### config.mk
export PLATFORM = sky130hd
export DESIGN_NAME = pkcts_ram
export DESIGN_NICKNAME = d
export VERILOG_FILES = /design/src/rtl/core/per_key_count_or_time_sampler_defines.svh /design/src/rtl/core/pkcts_ram.sv
export SDC_FILE = /design/constraint.sdc
export NUM_CORES = 1
export LEC_CHECK = 0
export BUFFER_PORTS_ARGS = -buffer_cell sky130_fd_sc_hd__buf_2
export CORE_UTILIZATION = 25
export DETAILED_ROUTE_END_ITERATION = 6
export MAX_ROUTING_LAYER = met4
export PLACE_DENSITY = 0.4
export SYNTH_ARGS = -nofsm -noshare
export SYNTH_HDL_FRONTEND = slang
export SYNTH_SLANG_ARGS = --single-unit
### constraint.sdc
create_clock -name i_clk -period 1.9 [get_ports i_clk]
set_input_delay 0 -clock i_clk [delete_from_list [all_inputs] [get_ports i_clk]]
set_output_delay 0 -clock i_clk [all_outputs]
set_load 0.01 [all_outputs]
### src/rtl/core/per_key_count_or_time_sampler_defines.svh
// Assertion macros shared by the sampler RTL.
// Included by the top level; relies on nothing else.
`ifndef PER_KEY_COUNT_OR_TIME_SAMPLER_DEFINES_SVH
`define PER_KEY_COUNT_OR_TIME_SAMPLER_DEFINES_SVH

// Same-cycle implication, disabled while reset is asserted.
`define PKCTS_ASSERT_IMPL(lbl, clk, rst_n, ante, cons) \
    lbl: assert property (@(posedge clk) disable iff (!(rst_n)) (ante) |-> (cons)) \
        else $error("pkcts: same-cycle check failed");

// Next-cycle implication, disabled while reset is asserted.
`define PKCTS_ASSERT_NEXT(lbl, clk, rst_n, ante, cons) \
    lbl: assert property (@(posedge clk) disable iff (!(rst_n)) (ante) |=> (cons)) \
        else $error("pkcts: next-cycle check failed");

`endif

### src/rtl/core/pkcts_ram.sv
// Generic single-port-write, single-port-read synchronous RAM, registered read.
// No dependencies.
`timescale 1ns / 1ps

module pkcts_ram #(
    parameter int WIDTH = 8,
    parameter int DEPTH = 16,
    parameter int AW    = (DEPTH > 1) ? $clog2(DEPTH) : 1
) (
    input  logic             i_clk,
    input  logic             i_we,
    input  logic [AW-1:0]    i_wr_addr,
    input  logic [WIDTH-1:0] i_wr_data,
    input  logic [AW-1:0]    i_rd_addr,
    output logic [WIDTH-1:0] o_rd_data
);
    logic [WIDTH-1:0] r_mem [DEPTH];
    logic [WIDTH-1:0] r_rd_data;

    always_ff @(posedge i_clk) begin
        if (i_we) begin
            r_mem[i_wr_addr] <= i_wr_data;
        end
        r_rd_data <= r_mem[i_rd_addr];
    end

    assign o_rd_data = r_rd_data;
endmodule

==> impl_metrics.env, run 1 <==
export IMPL_p_leak_nw=2.18
export IMPL_hold_violations=0
export IMPL_synth_area_leaders="edfxtp_1 75%, mux4_2 7.9%, mux4_1 7.1%"
export IMPL_path_class="reg -> reg"
export IMPL_die_area_um2=21200
export IMPL_synth_most_common_cell="edfxtp_1"
export IMPL_slew_headroom=0.658
export IMPL_rsz0062_at_grt="no"
export IMPL_synth_common_cells="128 x edfxtp_1, 18 x mux4_2, 16 x a22oi_1"
export IMPL_num_vias=2488
export IMPL_drv_slew=0
export IMPL_cpMaxStageDelayCell="mux4_1"
export IMPL_cts_max_path_buffers=2
export IMPL_start_util=0.254
export IMPL_cp_top_family="multiplexers"
export IMPL_rows=52
export IMPL_crit_path_cell_trace="mux4_1 > a22oi_1 > nand2_1"
export IMPL_synth_area_um2=5150
export IMPL_io_buffer_count=25
export IMPL_fin_nets=314
export IMPL_htreeDepth=4
export IMPL_grt_overflow_total=0
export IMPL_grt_pass1_wl_um=17200
export IMPL_max_stage_delay_ns=0.56
export IMPL_fin_crit_sh=0.740
export IMPL_tns_ns=0
export IMPL_areaGrowthSynthToFinish_pct=25.0
export IMPL_die_w_um=145
export IMPL_yosysTopAreaCell="edfxtp_1"
export IMPL_skew_ns=0.00835
export IMPL_postCtsSetupRepairBufs=0
export IMPL_place_hpwl_um=7480
export IMPL_swShare=0.198
export IMPL_cp_required_ns=2.20
export IMPL_ys_seq_area_frac=0.778
export IMPL_layout_cells_non_filler=579
export IMPL_diodes=0
export IMPL_power_density_nw_per_um2=1110
export IMPL_antenna_left=0
export IMPL_yosysUniqueCellTypes=19
export IMPL_postSynthAreaPerCell_um2=22.5
export IMPL_drtPass1Iterations=4
export IMPL_start_kind="register"
export IMPL_drc=0
export IMPL_dp_cells=539
export IMPL_status="completed"
export IMPL_ys_ff_latch=136
export IMPL_gp_congestion=0.705
export IMPL_period_needed_ns=1.41
export IMPL_wl_um=11500
export IMPL_synth_nets=247
export IMPL_clk_latency_ns=0.42
export IMPL_async_reset_ff_frac=0
export IMPL_die_h_um=145
export IMPL_clock_root_buffer="clkbuf_16"
export IMPL_synth_top_area_share=0.747
export IMPL_drv_cap=0
export IMPL_crit_fanout=1
export IMPL_grt_usage=0.121
export IMPL_hold_class="in -> reg"
export IMPL_ir_drop_mv=0.641
export IMPL_wire_per_inst_um=19.9
export IMPL_finalSetupViolCount=0
export IMPL_synth_edff_count=128
export IMPL_fmax_mhz=711
export IMPL_clock_power_share=0.479
export IMPL_cts_buffers=17
export IMPL_clock_sinks=136
export IMPL_crit_buf_inv=0
export IMPL_synthCells=229
export IMPL_ys_flop_type="edfxtp_1"
export IMPL_ys_warn_count=0
export IMPL_cts_tree="done"
export IMPL_drive_above_1_share=0.324
export IMPL_routed_via_density=4.30
export IMPL_combPwrFrac=0.049
export IMPL_grt_max_degree=17
export IMPL_first_global_vias=2629
export IMPL_internal_power_w=0.00572
export IMPL_crit_arrival_ns=1.70
export IMPL_dr_first_iter_drc_count=207
export IMPL_clkTransAtPathRegs_ns=0.06
export IMPL_power_switching_w=0.00142
export IMPL_coreArea_um2=20200
export IMPL_antenna_found_initial=0
export IMPL_end_kind="register"
export IMPL_ioPinCount=26
export IMPL_power_frac_seq=0.472
export IMPL_worstMarginPinSlew_ns=0.513
==> layer usage <==
| layer | up-vias | track usage | share of wire |
|---|---|---|---|
| met5 | - | - | 0 |
| met4 | 0 | 0.0437 | 0.015 |
| met3 | 15 | 0.0389 | 0.034 |
| met2 | 55 | 0.172 | 0.47 |
| met1 | 1305 | 0.162 | 0.48 |
| li1 | 1113 | - | - |
==> tightest hold or removal path: stages <==
cell and delay [ns]:
buf_2 0.10, or3b_2 0.16, nor2_1 0.09
==> power by group through the flow <==
stage	clock, W	sequential, W	combinational (W)
2_1_floorplan	0	0.00344	0.000170
3_3_place_gp	0	0.00343	0.000346
3_5_place_dp	0	0.00343	0.000348
4_1_cts	0.00350	0.00337	0.000362
5_1_grt	0.00363	0.00337	0.000384
6_report	0.00342	0.00337	0.000351
==> sequential cells by signal, summed over array words and instances (netlist names) <==
register and flops:
r_mem 128, o_rd_data 8
==> area by class of cell <==
cell class,count,area (um2)
clock inverter,14,180
fill,1926,13800
clock buffer,18,439
multi-input combinational,83,1060
sequential,136,4000
timing repair buffer,58,418
tap,270,338
==> logic make-up after synthesis <==
kind of cell           synth area share
AO/OA/AOI/OAI                    0.0233
AND/OR/NAND/NOR                  0.0318
flip-flops                        0.778
buffers and inverters            0.0168
multiplexers                      0.150
==> repair_timing <==
action                                 4_1_cts  5_1_grt
hold buffers                                 8        0
endpoints found under the hold margin      128        0
gates resized for setup                      0        0
==> path summary, 6_finish.rpt <==
kind,start,end,slack (ns),cells after the start
worst max-delay path,r_mem[5][3]$_DFFE_PP_,o_rd_data[3]$_DFF_P_,0.49,3
worst min-delay path,i_wr_addr[2],r_mem[2][0]$_DFFE_PP_,0.11,3
worst max register to register,r_mem[5][3]$_DFFE_PP_,o_rd_data[3]$_DFF_P_,0.49,3
worst min register to register,r_mem[8][3]$_DFFE_PP_,o_rd_data[3]$_DFF_P_,0.68,3
==> cell usage in the layout, fill, tap and decap left out, types with 3 or more instances in the layout <==
cell type	count
edfxtp_1	128
buf_2	25
buf_4	23
mux4_2	18
clkbuf_16	17
a22oi_1	16
mux4_1	14
nor2_1	13
nand2_1	9
dlygate4sd3_1	8
dfxtp_1	8
clkinv_2	6
nor3_1	4
bufinv_16	4
clkinv_4	3
==> stage by stage <==
stage                      util  worst slack, ns  total power [W]  area [um2]  hold slack (ns)
after floorplan               -            0.407          0.00361        5150           0.0989
after global placement    0.284            0.232          0.00378        5740            0.392
after detailed placement  0.284            0.211          0.00378        5740            0.396
after CTS                 0.318            0.497          0.00723        6440           0.0828
after global routing      0.318            0.404          0.00739        6440            0.123
final                     0.318            0.493          0.00714        6440            0.105
No activity file was read; power rests on OpenSTA's default activity.
==> inputs of run 2 (changes only) <==
--- a/config.mk
+++ b/config.mk
@@ -5,11 +5,12 @@
 export SDC_FILE = /design/constraint.sdc
 export NUM_CORES = 1
 export LEC_CHECK = 0
+export ABC_AREA = 1
 export BUFFER_PORTS_ARGS = -buffer_cell sky130_fd_sc_hd__buf_2
 export CORE_UTILIZATION = 25
 export DETAILED_ROUTE_END_ITERATION = 6
 export MAX_ROUTING_LAYER = met4
-export PLACE_DENSITY = 0.4
+export PLACE_DENSITY = 0.42
 export SYNTH_ARGS = -nofsm -noshare
 export SYNTH_HDL_FRONTEND = slang
 export SYNTH_SLANG_ARGS = --single-unit
==> constraint.sdc (replaced) <==
create_clock -name i_clk -period 1.2 [get_ports i_clk]
set_input_delay 0 -clock i_clk [delete_from_list [all_inputs] [get_ports i_clk]]
set_output_delay 0 -clock i_clk [all_outputs]
set_load 0.01 [all_outputs]
==> impl_metrics.env, run 2 <==
export IMPL_antenna_left=0
export IMPL_synth_area_leaders="edfxtp_1 67%, nand2_1 11%, nand3_1 8.4%"
export IMPL_first_global_vias=3856
export IMPL_skew_ns=0.00396
export IMPL_hold_class="in -> reg"
export IMPL_ys_warn_count=0
export IMPL_start_kind="register"
export IMPL_io_buffer_count=25
export IMPL_hold_buffers=0
export IMPL_ir_drop_mv=1.05
export IMPL_max_stage_delay_ns=0.35
export IMPL_grt_pass1_wl_um=23100
export IMPL_final_common_cell="nand2_1"
export IMPL_die_area_um2=23700
export IMPL_fmax_mhz=999
export IMPL_die_w_um=154
export IMPL_start_util=0.255
export IMPL_crit_buf_inv=1
export IMPL_cpMaxStageDelayCell="edfxtp_1"
export IMPL_worstMarginPinSlew_ns=0.458
export IMPL_dp_cells=863
export IMPL_wire_per_inst_um=16.3
export IMPL_antenna_found_initial=0
export IMPL_num_vias=3749
export IMPL_ys_flop_type="edfxtp_1"
export IMPL_end_kind="register"
export IMPL_yosysTopAreaCell="edfxtp_1"
export IMPL_grt_overflow_total=0
export IMPL_drive_above_1_share=0.126
export IMPL_cts_resized=0
export IMPL_finalSetupViolCount=0
export IMPL_drv_cap=0
export IMPL_crit_path_cell_trace="inv_1 > nand2_1 > nand3_1 > nand3_1 > nand3_1 > nand2_1"
export IMPL_clock_sinks=136
export IMPL_fin_nets=615
export IMPL_synth_top_area_share=0.667
export IMPL_synth_area_um2=5770
export IMPL_cts_tree="done"
export IMPL_drtPass1Iterations=4
export IMPL_synth_nets=569
export IMPL_cp_top_family="simple AND/OR/NAND/NOR gates"
export IMPL_cts_max_path_buffers=2
export IMPL_place_hpwl_um=9180
export IMPL_crit_path_frequent_cell="nand3_1"
export IMPL_ys_seq_area_frac=0.694
export IMPL_period_needed_ns=1.00
export IMPL_dr_first_iter_drc_count=299
export IMPL_drc=0
export IMPL_path_class="reg -> reg"
export IMPL_coreArea_um2=22600
export IMPL_yosysUniqueCellTypes=12
export IMPL_clk_latency_ns=0.42
export IMPL_htreeDepth=4
export IMPL_cp_required_ns=1.51
export IMPL_slew_headroom=0.695
export IMPL_clock_root_buffer="clkbuf_16"
export IMPL_cts_buffers=17
export IMPL_die_h_um=154
export IMPL_diodes=0
export IMPL_tns_ns=0
export IMPL_synth_common_cells="173 x nand2_1, 128 x edfxtp_1, 100 x inv_1"
export IMPL_rsz0062_at_grt="no"
export IMPL_largest_reg_flops=128
export IMPL_power_density_nw_per_um2=1620
export IMPL_hold_violations=0
export IMPL_final_cell_mix="173 x nand2_1, 128 x edfxtp_1, 100 x inv_1"
export IMPL_ioPinCount=26
export IMPL_grt_max_degree=65
export IMPL_postCtsSetupRepairBufs=0
export IMPL_areaGrowthSynthToFinish_pct=19.6
export IMPL_synth_most_common_cell="nand2_1"
export IMPL_status="completed"
export IMPL_rows=55
export IMPL_clkTransAtPathRegs_ns=0.06
export IMPL_wl_um=14600
export IMPL_postSynthAreaPerCell_um2=10.5
export IMPL_gp_congestion=0.760
export IMPL_fin_crit_sh=0.834
export IMPL_synth_edff_count=128
export IMPL_grt_usage=0.139
export IMPL_crit_fanout=1
export IMPL_routed_via_density=4.19
export IMPL_synthCells=551
export IMPL_layout_cells_non_filler=895
export IMPL_drv_slew=0
export IMPL_totalPowerFinal_w=0.0112
export IMPL_p_leak_nw=2.94
export IMPL_async_reset_ff_frac=0
export IMPL_crit_arrival_ns=1.31
export IMPL_ys_ff_latch=136
export IMPL_regMostFlops="r_mem"
==> run 2: logic make-up after synthesis <==
kind of cell           Yosys count  synth area share
and+or+nand+nor                289             0.210
DFF                            136             0.694
buffers and inverters          126            0.0952
==> run 2: path summary, 6_finish.rpt <==
check / start / endpoint / slack [ns] / cells past startpoint
max reg2reg: r_mem[7][6]$_DFFE_PP_ / o_rd_data[6]$_DFF_P_ / 0.20 / 6
max: r_mem[7][6]$_DFFE_PP_ / o_rd_data[6]$_DFF_P_ / 0.20 / 6
min: i_wr_data[1] / r_mem[10][1]$_DFFE_PP_ / 0.003 / 1
min reg2reg: r_mem[11][0]$_DFFE_PP_ / o_rd_data[0]$_DFF_P_ / 0.66 / 6
==> run 2: through the flow <==
stage,instance area (um2),hold WS (ns),setup slack (ns),utilization
3_5_place_dp,6330,0.396,0.0830,0.279
4_1_cts,6900,0.00530,0.163,0.305
5_1_grt,6900,0.0198,0.0586,0.305
2_1_floorplan,5770,0.0989,0.249,-
6_report,6900,0.00323,0.199,0.305
3_3_place_gp,6330,0.399,0.0663,0.279
==> run 2: per-layer routing <==
layer,vias up,share of wire,GRT usage
li1,1866,-,-
met1,1804,0.47,0.176
met2,56,0.47,0.217
met3,23,0.030,0.0268
met4,0,0.024,0.0629
met5,-,0,-
==> run 2: where the power goes <==
part / internal (W) / total [W] / switching, W
clock: 0.00320 / 0.00511 / 0.00191
sequential: 0.00531 / 0.00535 / 0.0000345
combinational: 0.000214 / 0.000702 / 0.000488
total: 0.00873 / 0.0112 / 0.00243
==> run 2: cell type report <==
cell class,count,area [um2]
Clock buffer,19,433
Clock inverter,13,135
Fill cell,2315,15700
Inverter,102,383
Multi-Input combinational cell,289,1210
Sequential cell,136,4000
Tap cell,285,357
Timing Repair Buffer,51,370
