==> config.mk <==
export PLATFORM = sky130hd
export DESIGN_NAME = pkcts_ctrl
export DESIGN_NICKNAME = d
export VERILOG_FILES = /design/src/rtl/core/per_key_count_or_time_sampler_defines.svh /design/src/rtl/core/pkcts_pkg.sv /design/src/rtl/core/pkcts_ctrl.sv
export SDC_FILE = /design/constraint.sdc
export NUM_CORES = 1
export LEC_CHECK = 0
export BUFFER_PORTS_ARGS = -buffer_cell sky130_fd_sc_hd__buf_4
export CAP_MARGIN = 20
export CORE_MARGIN = 2
export CORE_UTILIZATION = 50
export CTS_BUF_LIST = sky130_fd_sc_hd__clkbuf_8
export DETAILED_ROUTE_END_ITERATION = 6
export PLACE_DENSITY = 0.77
export SYNTH_ARGS = -nofsm -noshare
export SYNTH_HDL_FRONTEND = slang
export SYNTH_SLANG_ARGS = --single-unit
==> constraint.sdc <==
create_clock -name i_clk -period 4.9 [get_ports i_clk]
set_input_delay 0.49 -clock i_clk [delete_from_list [all_inputs] [get_ports i_clk]]
set_output_delay 0.49 -clock i_clk [all_outputs]
set_load 0.02 [all_outputs]
==> src/rtl/core/per_key_count_or_time_sampler_defines.svh <==
// Assertion macros shared by the sampler RTL.
// Included by the top level; relies on nothing else.
`ifndef PER_KEY_COUNT_OR_TIME_SAMPLER_DEFINES_SVH
`define PER_KEY_COUNT_OR_TIME_SAMPLER_DEFINES_SVH

// Same-cycle implication, disabled while reset is asserted.
`define PKCTS_ASSERT_IMPL(lbl, clk, rst_n, ante, cons) \
    lbl: assert property (@(posedge clk) disable iff (!(rst_n)) (ante) |-> (cons)) \
        else $error("pkcts: same-cycle check failed");

// Next-cycle implication, disabled while reset is asserted.
`define PKCTS_ASSERT_NEXT(lbl, clk, rst_n, ante, cons) \
    lbl: assert property (@(posedge clk) disable iff (!(rst_n)) (ante) |=> (cons)) \
        else $error("pkcts: next-cycle check failed");

`endif

==> src/rtl/core/pkcts_pkg.sv <==
// Shared types and constants of the per-key count/time sampler.
// No dependencies; the interfaces, the sequencer, the top level and the bench import it.
`timescale 1ns / 1ps

package pkcts_pkg;

    localparam int TABLE_ENTRIES = 256;
    localparam int TBL_AW        = (TABLE_ENTRIES > 1) ? $clog2(TABLE_ENTRIES) : 1;
    localparam int FILL_W        = $clog2(TABLE_ENTRIES + 1);

    localparam int PID_W   = 22;
    localparam int HOOK_W  = 8;
    localparam int KEY_W   = PID_W + HOOK_W;
    localparam int TIME_W  = 32;
    localparam int COUNT_W = 16;
    localparam int CFG_W   = 32;
    localparam int CFG_IDX_W = 1;

    localparam logic [COUNT_W-1:0] COUNT_MAX = '1;
    localparam logic [COUNT_W-1:0] COUNT_ONE = COUNT_W'(1);
    localparam logic [COUNT_W-1:0] THRESHOLD_RESET = COUNT_W'(1000);
    localparam logic [TIME_W-1:0]  INTERVAL_RESET  = TIME_W'(1000000);

    typedef enum logic [1:0] {
        ACT_FIRST  = 2'd0,
        ACT_MERGED = 2'd1,
        ACT_REPORT = 2'd2,
        ACT_FULL   = 2'd3
    } t_action;

    typedef enum logic [CFG_IDX_W-1:0] {
        CFG_COUNT_THRESHOLD = 1'b0,
        CFG_REPORT_INTERVAL = 1'b1
    } t_cfg_reg;

    typedef enum logic [2:0] {
        ST_IDLE,
        ST_SCAN,
        ST_CALC,
        ST_EVAL,
        ST_MISS,
        ST_OUT
    } t_state;

    typedef struct packed {
        logic [COUNT_W-1:0] count_threshold;
        logic [TIME_W-1:0]  report_interval;
    } t_cfg;

    typedef struct packed {
        logic [PID_W-1:0]  process_id;
        logic [HOOK_W-1:0] hook_id;
        logic [TIME_W-1:0] timestamp;
    } t_event;

    typedef struct packed {
        logic [KEY_W-1:0]   key;
        logic [COUNT_W-1:0] count;
        logic [TIME_W-1:0]  last_time;
    } t_entry;

    localparam int ENTRY_W = $bits(t_entry);

    typedef struct packed {
        t_action            action;
        logic [COUNT_W-1:0] report_count;
        logic [PID_W-1:0]   report_process;
        logic [HOOK_W-1:0]  report_hook;
    } t_result;

    typedef struct packed {
        logic              busy;
        logic [FILL_W-1:0] fill;
    } t_ctrl_stat;

endpackage

==> src/rtl/core/pkcts_ctrl.sv <==
// Scan/update sequencer: searches the entry table one entry per cycle, then
// updates or inserts the entry (or finds the table full) and forms the result. Depends on pkcts_pkg.
`timescale 1ns / 1ps

module pkcts_ctrl (
    input  logic                        i_clk,
    input  logic                        i_rst_n,
    input  pkcts_pkg::t_cfg             i_cfg,
    input  logic                        i_in_valid,
    output logic                        o_in_ready,
    input  pkcts_pkg::t_event           i_evt,
    output logic [pkcts_pkg::TBL_AW-1:0] o_mem_rd_addr,
    input  pkcts_pkg::t_entry           i_mem_rd_data,
    output logic                        o_mem_we,
    output logic [pkcts_pkg::TBL_AW-1:0] o_mem_wr_addr,
    output pkcts_pkg::t_entry           o_mem_wr_data,
    output logic                        o_res_valid,
    input  logic                        i_res_ready,
    output pkcts_pkg::t_result          o_res,
    output pkcts_pkg::t_ctrl_stat       o_stat
);
    import pkcts_pkg::*;

    t_state              r_state, n_state;
    logic [FILL_W-1:0]   r_fill;
    logic                r_pend;
    logic [FILL_W-1:0]   r_ridx;
    logic [TBL_AW-1:0]   r_cidx;
    logic [TBL_AW-1:0]   r_hidx;
    t_event              r_evt;
    logic [COUNT_W-1:0]  r_hcount;
    logic [TIME_W-1:0]   r_htime;
    logic [COUNT_W-1:0]  r_ncount;
    logic [TIME_W-1:0]   r_elapsed;
    t_result             r_res;

    logic [KEY_W-1:0]    evt_key;
    logic                issue;
    logic                hit_now;
    logic                has_room;
    logic                do_report;

    // Entries fill lowest-first and are never freed, so [0, fill) are the valid ones.
    assign evt_key   = {r_evt.process_id, r_evt.hook_id};
    assign issue     = (r_ridx < r_fill);
    assign hit_now   = r_pend && (i_mem_rd_data.key == evt_key);
    assign has_room  = (r_fill < FILL_W'(TABLE_ENTRIES));
    assign do_report = (r_ncount >= i_cfg.count_threshold)
                    || (r_elapsed >= i_cfg.report_interval);

    assign o_mem_rd_addr = r_ridx[TBL_AW-1:0];
    assign o_res         = r_res;
    assign o_stat        = '{busy: (r_state != ST_IDLE), fill: r_fill};

    always_comb begin
        n_state       = r_state;
        o_in_ready    = 1'b0;
        o_res_valid   = 1'b0;
        o_mem_we      = 1'b0;
        o_mem_wr_addr = r_hidx;
        o_mem_wr_data = '{key: evt_key, count: COUNT_ONE, last_time: r_evt.timestamp};
        unique case (r_state)
            ST_IDLE: begin
                o_in_ready = 1'b1;
                if (i_in_valid) begin
                    n_state = ST_SCAN;
                end
            end
            ST_SCAN: begin
                if (hit_now) begin
                    n_state = ST_CALC;
                end else if (!r_pend && !issue) begin
                    n_state = ST_MISS;
                end
            end
            ST_CALC: begin
                n_state = ST_EVAL;
            end
            ST_EVAL: begin
                o_mem_we = 1'b1;
                if (!do_report) begin
                    o_mem_wr_data.count     = r_ncount;
                    o_mem_wr_data.last_time = r_htime;
                end
                n_state = ST_OUT;
            end
            ST_MISS: begin
                o_mem_we      = has_room;
                o_mem_wr_addr = r_fill[TBL_AW-1:0];
                n_state       = ST_OUT;
            end
            ST_OUT: begin
                o_res_valid = 1'b1;
                if (i_res_ready) begin
                    n_state = ST_IDLE;
                end
            end
            default: begin
                n_state = ST_IDLE;
            end
        endcase
    end

    always_ff @(posedge i_clk) begin
        if (!i_rst_n) begin
            r_state <= ST_IDLE;
            r_fill  <= '0;
            r_pend  <= 1'b0;
        end else begin
            r_state <= n_state;
            if (r_state == ST_IDLE) begin
                r_pend <= 1'b0;
            end else if (r_state == ST_SCAN) begin
                r_pend <= issue;
            end
            if (r_state == ST_MISS && has_room) begin
                r_fill <= r_fill + FILL_W'(1);
            end
        end
    end

    always_ff @(posedge i_clk) begin
        case (r_state)
            ST_IDLE: begin
                r_evt  <= i_evt;
                r_ridx <= '0;
            end
            ST_SCAN: begin
                r_cidx <= r_ridx[TBL_AW-1:0];
                if (issue) begin
                    r_ridx <= r_ridx + FILL_W'(1);
                end
                if (hit_now) begin
                    r_hidx   <= r_cidx;
                    r_hcount <= i_mem_rd_data.count;
                    r_htime  <= i_mem_rd_data.last_time;
                end
            end
            ST_CALC: begin
                // Saturate the count at its ceiling; elapsed wraps modulo 2^32.
                r_ncount  <= (r_hcount == COUNT_MAX) ? COUNT_MAX : r_hcount + COUNT_ONE;
                r_elapsed <= r_evt.timestamp - r_htime;
            end
            ST_EVAL: begin
                r_res.action         <= do_report ? ACT_REPORT : ACT_MERGED;
                r_res.report_count   <= do_report ? r_ncount : '0;
                r_res.report_process <= r_evt.process_id;
                r_res.report_hook    <= r_evt.hook_id;
            end
            ST_MISS: begin
                r_res.action         <= has_room ? ACT_FIRST : ACT_FULL;
                r_res.report_count   <= '0;
                r_res.report_process <= r_evt.process_id;
                r_res.report_hook    <= r_evt.hook_id;
            end
            default: begin
            end
        endcase
    end
endmodule

==> results.md <==
* # IOs at 347
* GR Overflow Total at 0
* Via count at 8861
* Post-layout nets at 1644
* Netlist cell types at 58
* Outcome: finished, final reports clean
* Hold Crit Class: in2reg
* Finished Core Util at 65.58%
* Die Height at 162.3 um
* Min-delay src: i_evt[46]
* Commonest non-fill, non-tap cell in the layout: buf_4
* Critical Path Start Type: register
* Register clock-pin slew on the reported worst setup and hold paths at 0.06 ns
* Post-synthesis sequential area ratio at 57.44%
* Slew margin rel. at around 45%
* PD cells at roughly 430 nW/um^2
* Layout cells sized above 1 at between 30% and 40%
* Syn avg cell area at approximately 12 sq um
* First-pass GRT wire length at between 40000 and 50000 um
* Gpl congestion at 0.9658
* Number of global-route vias before repair at 8917
* FF+latch count, synth at 244
* CTS tree: yes
* Fin. max-slew vios at 0
* Final WL at 31570 um
* Die ar. at 26340 sq um
* Worst min-delay path endpoint: o_mem_wr_data[62]
* Max FO, Critical Path at 20
* CTS root buffer: clkbuf_8
* Post-route DRC at 0
* Ys flop type: edfxtp_1
* Crit path kind: reg2out
* Row Count at 57
* Fin Clk Skew at between 0.02 and 0.03 ns
* Leakage Power at 7.016 nW
* Worst-Skew Late Latency at around 0.55 ns
* Final Hold Vio Count at 0
* Setup_tns at 0 ns
* H-tree Lvls at 2
* Ant diodes at 0
* Setup bufs post-CTS at 0
* RR Endpoint: r_elapsed[28]
* I/O Buffers at 346
* Number of routed nets with antenna violations at 0
* CTS Sinks at 244
* Final hold slack at approximately 0.12 ns
* CTS max path bufs at 3
* DRT iter0 DRCs at ~600
* Largest net degree at the start of global routing at 57
* Clock period minus worst slack at 4.133 ns
* DP Wirelength at 24330 um
* Chip width at 162.3 um
* Critical path capture point type: output port
* Net Count, Synth at 1307
* Max cap viols at 0
* Area delta synth->final at 28.04%
* Synthesized instance count at 1024
* Via/cell ratio at between 5 and 6
* Most frequent cells in the layout: 352 x buf_4, 231 x edfxtp_1, 117 x inv_1
* Fin crit share at between 80 and 90%
* Crit path required time at 4.41 ns
* Netlist Area Pre-Place at 12530 sq um
* R2R cell count at 11
* WL per Instance at 18.36 um
* RSZ-0062 raised after global routing: false
* Core footprint at 24460 sq um
* Total power at 6.830 mW
* TritonCTS buffer count at 44
* Synth warn at 0
* Hold depth at 1
* Hold Buf Count CTS at 0
* Max Freq at 242.0 MHz
* Final setup margin at approximately 0.77 ns
* Peak VDD IR at between 200 and 300 uV
* Post-place setup slack at 1.085 ns
* Asr flop ratio synth at 0%
* R2R Setup Slk at 1.49 ns
* Initial Util at 51.22%
* RR Startpoint: r_evt[0]
* Drt pass-1 iters at 5
* Aggregate global-route resource usage at a little under a quarter
* WP data arrival at 3.64 ns
* Worst-margin pin slew at 0.8221 ns
* Count of flip-flops with a built-in enable after synthesis at 231
* # resized after CTS at 0
* Setup Viol. Count Final at 0
* Initial antenna violation count at 0
[how the worst max path moves through the flow]
stage            startpoint                end  cells after the start
6_report       r_elapsed[9]  o_mem_wr_data[27]                     11
5_1_grt        r_elapsed[9]  o_mem_wr_data[27]                     11
4_1_cts        r_elapsed[0]  o_mem_wr_data[27]                     12
3_5_place_dp       i_cfg[9]  o_mem_wr_data[27]                     13
3_3_place_gp      i_cfg[11]  o_mem_wr_data[28]                     13
2_1_floorplan    r_state[1]       r_elapsed[0]                      2
[area by class of cell]
cell class                 count  area [sq um]
multi-input combinational    611          4543
timing repair buffer         354          2683
fill                        1910          8419
clock buffer                  49         674.4
clock inverter                31         142.6
tap                          324         405.4
sequential                   244          7197
inverter                     106         397.9
[state kept, by name, summed over array words and instances, names as in the netlist, 3 cells and up]
name and count:
o_mem_wr_data 30, o_res 48, r_cidx 8, r_elapsed 32, r_evt 32, r_fill 9, r_hcount 16, r_hidx 8
r_htime 32, r_ncount 16, r_ridx 9, r_state 3
[where the power goes]
part,internal [mW],switching (mW),leakage [nW]
Combinational,0.900,1.22,4.27
Clock,0.923,0.825,0.470
Sequential,2.74,0.220,2.28
Total,4.57,2.26,7.02
[metrics by stage]
| step | instance area, sq um | instances |
|---|---|---|
| floorplan | 12530 | 1024 |
| global placement | 15210 | 1638 |
| detailed placement | 15210 | 1638 |
| CTS | 16020 | 1718 |
| global route | 16040 | 1719 |
| finish | 16040 | 1719 |
[worst max-delay path, stage by stage (launching register included)]
cell,delay [ns]
edfxtp_1,0.40
ha_1,0.31
a21oi_1,0.18
o21ai_1,0.12
a2111oi_2,0.33
o31ai_1,0.18
a2111oi_4,0.38
o21ai_2,0.25
nor2_4,0.18
buf_4,0.26
mux2_2,0.37
buf_4,0.16
[cells by family after synthesis]
logic type / Yosys count / synth area share (%)
xor+xnor: 82 / 5.732
mux: 32 / 2.956
buf+inv: 169 / 6.421
flops: 244 / 57.44
compound gates: 175 / 9.007
simple gates: 231 / 9.297
fa+ha+maj: 91 / 9.147
[synth_stat cells (2+ instances only)]
library cell | count | area, sq um
mux2_4 | 3 | 45.04
clkbuf_1 | 20 | 75.07
edfxtp_1 | 231 | 6937
nor4_1 | 5 | 31.28
o21a_1 | 7 | 52.55
or3_1 | 4 | 25.02
nand2_1 | 57 | 214.0
dfxtp_1 | 13 | 260.3
a21oi_1 | 57 | 285.3
a311o_1 | 2 | 20.02
a21boi_0 | 4 | 30.03
and3_1 | 26 | 162.7
a221o_1 | 2 | 20.02
buf_4 | 40 | 300.3
xor2_1 | 32 | 280.3
ha_1 | 90 | 1126
mux2_2 | 28 | 315.3
a211oi_1 | 8 | 60.06
and2_1 | 24 | 150.1
a21o_1 | 28 | 210.2
inv_1 | 106 | 397.9
nand4_1 | 22 | 137.6
nand2b_1 | 9 | 56.30
nor2b_1 | 10 | 62.56
nand3_1 | 21 | 105.1
a31oi_1 | 3 | 18.77
o211ai_1 | 2 | 15.01
nor3_1 | 6 | 30.03
nor2_1 | 44 | 165.2
o21bai_1 | 4 | 30.03
xnor2_1 | 50 | 437.9
o21ai_0 | 40 | 200.2
[per-layer routing]
metal	vias up	GRT usage [%]	routed length [um]
met2	335	38.36	15000
met4	0	13.44	1766
li1	4327	-	-
met5	-	0	0
met1	4105	30.17	12830
met3	94	4.137	1977
(Power assumes the default switching activity.)
